$ cat src/cbf_pkg.sv
// Shared types and constants for the clipped 4bpp box fill engine.
// No dependencies; used by cbf_clip and clipped_box_fill_4bpp.
package cbf_pkg;

  // Field widths fixed by the command format
  localparam int COORD_W = 16;
  localparam int DIM_W   = 11;
  localparam int PIX_W   = 4;
  localparam int COUNT_W = 17;
  localparam int BASE_W  = 22;

  localparam logic [COUNT_W-1:0] COUNT_MAX = 17'h1FFFF;

  // Nibble masks for packed pixels
  localparam logic [7:0] LO_MASK = 8'h0F;
  localparam logic [7:0] HI_MASK = 8'hF0;

  // Command opcodes
  localparam logic [1:0] OP_FILL  = 2'd0;
  localparam logic [1:0] OP_WRITE = 2'd1;
  localparam logic [1:0] OP_READ  = 2'd2;

  // Configuration register indexes
  localparam logic REG_FRAME_WIDTH  = 1'b0;
  localparam logic REG_FRAME_HEIGHT = 1'b1;

  typedef enum logic [2:0] {
    S_IDLE,
    S_DECODE,
    S_CLIP,
    S_PLAN,
    S_BYTE,
    S_MERGE,
    S_RDATA,
    S_FINISH
  } state_t;

  typedef struct packed {
    logic signed [COORD_W-1:0] left;
    logic signed [COORD_W-1:0] right;
    logic signed [COORD_W-1:0] top;
    logic signed [COORD_W-1:0] bottom;
  } box_t;

  typedef struct packed {
    logic               reject;
    logic [COUNT_W-1:0] count;
    logic [DIM_W-1:0]   left_c;
    logic [DIM_W-1:0]   right_c;
    logic [DIM_W-1:0]   top_c;
    logic [DIM_W-1:0]   bottom_c;
    logic [DIM_W-1:0]   pitch;
    logic [BASE_W-1:0]  base;
  } clip_t;

endpackage

$ cat src/cbf_clip.sv
// Two-stage check and clip unit for box fill commands.
// Depends on cbf_pkg for box_t, clip_t and field widths.
module cbf_clip #(
  parameter int BUFFER_BYTES = 32768
) (
  input  logic                        clk,
  input  logic [cbf_pkg::DIM_W-1:0]   frame_width,
  input  logic [cbf_pkg::DIM_W-1:0]   frame_height,
  input  cbf_pkg::box_t               box,
  output cbf_pkg::clip_t              clip
);

  logic signed [16:0] l17, r17, t17, b17, w17, h17;
  logic [cbf_pkg::DIM_W-1:0] rb;
  logic bad;
  logic [cbf_pkg::DIM_W-1:0] left_c, right_c, top_c, bottom_c;

  logic                      s1_zero;
  logic                      s1_bad;
  logic [21:0]               s1_rbh;
  logic [cbf_pkg::DIM_W-1:0] s1_left, s1_right, s1_top, s1_bottom, s1_rb;

  logic [11:0] wd, ht;
  logic [23:0] prod;

  // Sign-extend edges and zero-extend frame size to a common compare width
  assign l17 = 17'(box.left);
  assign r17 = 17'(box.right);
  assign t17 = 17'(box.top);
  assign b17 = 17'(box.bottom);
  assign w17 = signed'({6'b0, frame_width});
  assign h17 = signed'({6'b0, frame_height});
  assign rb  = 11'((12'(frame_width) + 12'd1) >> 1);

  // Inverted box or box wholly off the frame
  assign bad = (l17 > r17) || (t17 > b17) || (r17 < 0) || (b17 < 0) ||
               (l17 >= w17) || (t17 >= h17);

  // Clamp edges to the frame
  assign left_c   = (l17 < 0) ? '0 : box.left[cbf_pkg::DIM_W-1:0];
  assign top_c    = (t17 < 0) ? '0 : box.top[cbf_pkg::DIM_W-1:0];
  assign right_c  = (r17 >= w17) ? frame_width - 11'd1 : box.right[cbf_pkg::DIM_W-1:0];
  assign bottom_c = (b17 >= h17) ? frame_height - 11'd1 : box.bottom[cbf_pkg::DIM_W-1:0];

  // Stage 1: checks, clipped edges, buffer footprint
  always_ff @(posedge clk) begin
    s1_zero   <= (frame_width == '0) || (frame_height == '0);
    s1_bad    <= bad;
    s1_rbh    <= 22'(rb) * 22'(frame_height);
    s1_left   <= left_c;
    s1_right  <= right_c;
    s1_top    <= top_c;
    s1_bottom <= bottom_c;
    s1_rb     <= rb;
  end

  assign wd   = 12'(s1_right) - 12'(s1_left) + 12'd1;
  assign ht   = 12'(s1_bottom) - 12'(s1_top) + 12'd1;
  assign prod = 24'(wd) * 24'(ht);

  // Stage 2: verdict, saturated count, first row base address
  always_ff @(posedge clk) begin
    clip.reject    <= s1_zero || s1_bad || (32'(s1_rbh) > 32'(BUFFER_BYTES));
    clip.count     <= (prod > 24'(cbf_pkg::COUNT_MAX)) ? cbf_pkg::COUNT_MAX
                                                       : prod[cbf_pkg::COUNT_W-1:0];
    clip.left_c    <= s1_left;
    clip.right_c   <= s1_right;
    clip.top_c     <= s1_top;
    clip.bottom_c  <= s1_bottom;
    clip.pitch     <= s1_rb;
    clip.base      <= 22'(s1_top) * 22'(s1_rb);
  end

endmodule

$ cat config.mk
export PLATFORM = sky130hd
export DESIGN_NAME = cbf_clip
export DESIGN_NICKNAME = d
export VERILOG_FILES = /design/src/cbf_pkg.sv /design/src/cbf_clip.sv
export SDC_FILE = /design/constraint.sdc
export NUM_CORES = 1
export LEC_CHECK = 0
export CAP_MARGIN = 20
export CORE_MARGIN = 2
export CORE_UTILIZATION = 45
export CTS_CLUSTER_DIAMETER = 80
export CTS_CLUSTER_SIZE = 30
export DETAILED_ROUTE_END_ITERATION = 6
export DONT_BUFFER_PORTS = 1
export GPL_ROUTABILITY_DRIVEN = 0
export GPL_TIMING_DRIVEN = 0
export PLACE_DENSITY = 0.63
export SYNTH_ARGS = -nofsm -noshare
export SYNTH_HDL_FRONTEND = slang
export SYNTH_SLANG_ARGS = --single-unit
$ cat constraint.sdc
create_clock -name clk -period 7.8 [get_ports clk]
set_input_delay 1.56 -clock clk [delete_from_list [all_inputs] [get_ports clk]]
set_output_delay 1.56 -clock clk [all_outputs]
set_load 0.05 [all_outputs]
# After elaboration in Yosys (flattened, before gate mapping)
# Index checks and enable logic that the tools add are counted.
[totals]
reg_bits = 174
output_inout_bits = 95
in_bits = 87
[op_classes]
magnitude_cmp = 12
addsub = 7
multipliers = 3
reduce_logical = 10
mux = 2
[op_table]
columns = ["operator", "count"]
rows = [
  ["$ge A16 B12 Y1", 4],
  ["$lt A16 B1 Y1 const B", 4],
  ["$mul A11 B11 Y22", 2],
  ["$gt A16 B16 Y1", 2],
  ["$add A12 B1 Y12 const B", 2],
  ["$gt A24 B17 Y1 const B", 1],
  ["$mul A12 B12 Y24", 1],
  ["$sub A11 B11 Y12", 2],
  ["$gt A22 B16 Y1 const B", 1],
  ["$logic_not A11 Y1", 2],
  ["$mux W11", 2],
  ["$sub A11 B1 Y11 const B", 2],
  ["$add A11 B1 Y12 const B", 1],
  ["$logic_or A1 B1 Y1", 8],
]

# Depth between registers and ports, before layout
[depth]
depth_word = 6
depth_mapped = 35

# Worst setup path after synthesis
# OpenSTA, ideal clock, no wires.
[synth_timing]
path_type = "reg2reg"
startpoint = "register s1_top[2] (netlist bit)"
endpoint = "register clip[87] (netlist bit)"
path_stages_with_launch = 33
n_path_buf = 3
t_arrival_ns = 7.360
slack_ns = 0.299
setup_ns = 0.141
period_less_slack_ns = 7.501
t_required_ns = 7.659
path_cell_list = "dfxtp_1 -> clkbuf_1 -> inv_1 -> ha_1 -> inv_1 -> fa_1 -> nor2b_1 -> o21ai_0 -> a21boi_0 -> o21ai_0 -> a21o_1 -> a21o_1 -> a211oi_1 -> buf_2 -> nand2_1 -> fa_1 -> fa_1 -> inv_1 -> fa_1 -> fa_1 -> inv_1 -> fa_1 -> inv_1 -> ha_1 -> nor2_1 -> nor2_1 -> o21ai_0 -> a21o_4 -> o311ai_1 -> xor2_1 -> nor3_2 -> buf_4 -> o2111ai_1"
[synth_via]
elab_chain_cells = 4
[synth_lines]
columns = ["element", "line", "rtl"]
rows = [
  ["from (decl)", "cbf_clip.sv:21", "logic [cbf_pkg::DIM_W-1:0] s1_left, s1_right, s1_top, s1_bottom, s1_rb;"],
  ["from (signal assigned)", "cbf_clip.sv:52", "s1_top <= top_c;"],
  ["$sub A11 B11 Y12 *", "cbf_clip.sv:58", "assign ht = 12'(s1_bottom) - 12'(s1_top) + 12'd1;"],
  ["$add A12 B1 Y12 *", "cbf_clip.sv:58", ""],
  ["$mul A12 B12 Y24 *", "cbf_clip.sv:59", "assign prod = 24'(wd) * 24'(ht);"],
  ["$gt A24 B17 Y1", "cbf_clip.sv:64", "clip.count <= (prod > 24'(cbf_pkg::COUNT_MAX)) ? cbf_pkg::COUNT_MAX"],
  ["to (decl)", "cbf_clip.sv:10", "output cbf_pkg::clip_t clip"],
]
# Every way passes the cells marked *; elsewhere a longest branch is shown, timed or not.
# A chain may end at the register's enable or synchronous reset.

# Worst setup path in the final report
[layout_timing]
startpoint = "register s1_top[6] (netlist bit)"
endpoint = "register clip[91] (netlist bit)"
# The elaborated chain is that of the path after synthesis.

==> flow_summary_export.csv <==
group,metric,value,unit
clocking,cts_hold_buf,0,
global_route,grt_pass1_vias,15970,
critical_path,worst-setup-path-type,"flip-flop to flip-flop",
detailed_routing,dr_total_vias,15180,
floorplan,die-area,47230,µm²
floorplan,rows,78,
sta,timing.fmax,132.7,MHz
sta,hold_violations,0,
clocking,clockBufferDepth,2,
sta,fin_hold_ws,331.2,ps
detailed_routing,dr.pass1.iters,5,
sta,finalSetupViolCount,0,
critical_path,critical_path.slowest_cell,"fa_1",
detailed_routing,vias_per_cell,5.213,
synth,ys_seq_elements,174,
critical_path,cp-end-kind,"flip-flop",
outcome,status,"finished, final reports clean",
cells_and_area,area_growth,8.688,%
clocking,cts_tree,"done",
sta,relSlewSlack,24.82,%
global_route,antenna_found_initial,1,
floorplan,start_util,45.32,%
cells_and_area,final_common_cell,"inv_1",
placement,portBuffers,0,
detailed_routing,drc_errors,0,
global_route,grt_max_degree,17,
min_path,min_path_cells,0,
synth,synth_nets,2917,
synth,synth_edf_count,0,
placement,pre_cts_ws,-943.4,ps
critical_path,cp.depth,27,
synth,synth_async_sr_flop_share,0,%
clocking,numCtsBuffers,17,
cells_and_area,layout-drive-gt1-share,6.101,%
job,timing.max_cap.violations,0,
floorplan,die_h,217.3,µm
synth,synth_ff_type,"dfxtp_1",
critical_path,crit_path_frequent_cell,"fa_1",
detailed_routing,drt-total-wl,52920,µm
critical_path,critical_path_arrival,7890,ps
synth,syn_area_per_cell,9.045,µm²
critical_path,cp_max_fo,10,
cells_and_area,nFillCells,4247,
clocking,cts.sinks,174,
clocking,clk_latency,500,ps
global_route,grt_overflow,0,
floorplan,die_width,217.3,µm
cells_and_area,finalNetCount,2951,
synth,synthCells,2264,
clocking,htreeDepth,4,
sta,slew_violations,0,
sta,fin_crit,7537,ps
sta,post-route-period-util,96.63,%
clocking,clkTransAtPathRegs,80,ps
sta,skew,19.59,ps
floorplan,ioPinCount,182,
floorplan,coreArea,45190,µm²
critical_path,critPathLaunchType,"flip-flop",
critical_path,cp.required,8150,ps
global_route,track_usage,23.11,%
min_path,holdCritPathClass,"flip-flop to flip-flop",
synth,netlist-cell-type-count,77,
synth,syn-cell-area,20480,µm²
placement,dpl.hpwl,44440,µm
cells_and_area,stdcell_area,22260,µm²
sta,max_slew.worst_pin.slew,1120,ps
sta,rsz0062_at_grt,"true",
detailed_routing,wl_per_cell,18.17,µm
synth,ys_seq_area_share,17.01,%
clocking,root_buffer,"clkbuf_16",
critical_path,max_stage_delay,550,ps
placement,placed_area,21230,µm²
detailed_routing,ant_nets,0,
detailed_routing,drt_iter0_drc,812,
synth,yosysWarningCount,0,
critical_path,path_delay_family,"adder cells",
cells_and_area,mostFrequentLayoutCells,"inv_1, ha_1, fa_1",
critical_path,critPathBufInv,6,
global_route,grt_first_pass_wirelength,84300,µm
sta,postLayoutSetupSlackWorst,262.5,ps
critical_path,rr_worst_depth,27,
==> final timing paths <==
kind / start / end / slack [ps]
setup reg to reg: s1_top[6] / clip[91] / 260
hold / removal: s1_left[4] / clip[70] / 330
setup / recovery: s1_top[6] / clip[91] / 260
hold reg to reg: s1_left[4] / clip[70] / 330
==> state kept, by name (all words and copies together), names as in the netlist <==
signal and flops:
s1_bottom 11, s1_top 11, s1_rbh 22, s1_zero 1, s1_bad 1, s1_left 11
s1_rb 11, s1_right 11, clip 95
==> through the flow <==
stage | TNS, ps | utilization, % | cells
4_1_cts | 0 | 48.48 | 2898
3_3_place_gp | -15050 | 46.98 | 2864
3_5_place_dp | -15920 | 46.98 | 2864
2_1_floorplan | 0 | - | 2264
6_report | 0 | 49.26 | 2912
5_1_grt | -258.6 | 49.25 | 2911
==> metal layers <==
metal  routed length, µm  GRT usage, %  vias to the layer above  share of wire [%]
met1               22160         28.06                     7458                 42
met5                  11             0                        -              0.021
met3                3667         6.806                       91                6.9
met4                1777         9.155                        2                3.4
met2               25300         38.50                      379                 48
li1                    -             -                     7250                  -
==> area by class of cell <==
type | count | area (µm²) | share of cell area, %
flip-flops and latches | 174 | 3495 | 15.70
clock inverters | 12 | 100.1 | 0.4497
multi-input cells | 1574 | 15320 | 68.83
plain buffers | 66 | 324.1 | 1.456
inverters | 444 | 1667 | 7.488
clock buffers | 20 | 436.7 | 1.962
repair buffers | 21 | 162.7 | 0.7308
well taps | 600 | 750.7 | 3.373
diodes | 1 | 2.502 | 0.01124
==> kinds of logic after synthesis <==
family | count (synthesis) | synth area share (%)
XOR/XNOR | 91 | 4.020
adder cells (fa/ha/maj) | 566 | 44.19
buffers and inverters | 516 | 9.599
flip-flops | 174 | 17.01
AO/OA/AOI/OAI | 236 | 8.010
multiplexers | 23 | 1.130
AND/OR/NAND/NOR | 658 | 16.04
==> cells in the mapped netlist, types with 4 or more instances <==
cell	number	area (µm²)
nand4_1	28	175.2
mux2i_1	22	220.2
xor2_1	19	166.4
dfxtp_1	174	3483
nor3b_1	4	30.03
a21oi_1	57	285.3
a21o_1	34	255.2
and3_1	12	75.07
o21ai_1	4	20.02
nand3_1	25	125.1
ha_1	304	3804
nand4b_1	5	43.79
and2_1	139	869.6
nor3_1	26	130.1
clkbuf_1	63	236.5
and4_1	4	35.03
o21ai_0	39	195.2
nand2b_1	20	125.1
o2111ai_1	5	43.79
o211ai_1	5	37.54
inv_1	444	1667
nor2_1	73	274.0
nor2b_1	33	206.5
a31oi_1	10	62.56
fa_1	262	5245
a211o_1	7	61.31
nand2_1	255	957.2
a211oi_1	8	60.06
o21bai_1	5	37.54
or3_1	7	43.79
xnor2_1	70	613.1
o21a_1	22	165.2
nor4_1	14	87.58
==> timing repair <==
action | CTS | global route
setup buffers | 5 | 14
gates cloned | 0 | 2
pin swaps | 7 | 37
gates resized for setup | 35 | 69
setup endpoints to repair | 18 | 20
Power is left out: the tool's default activity adds up to more than one toggle a clock period on the data nets, which glitch-free logic cannot reach.
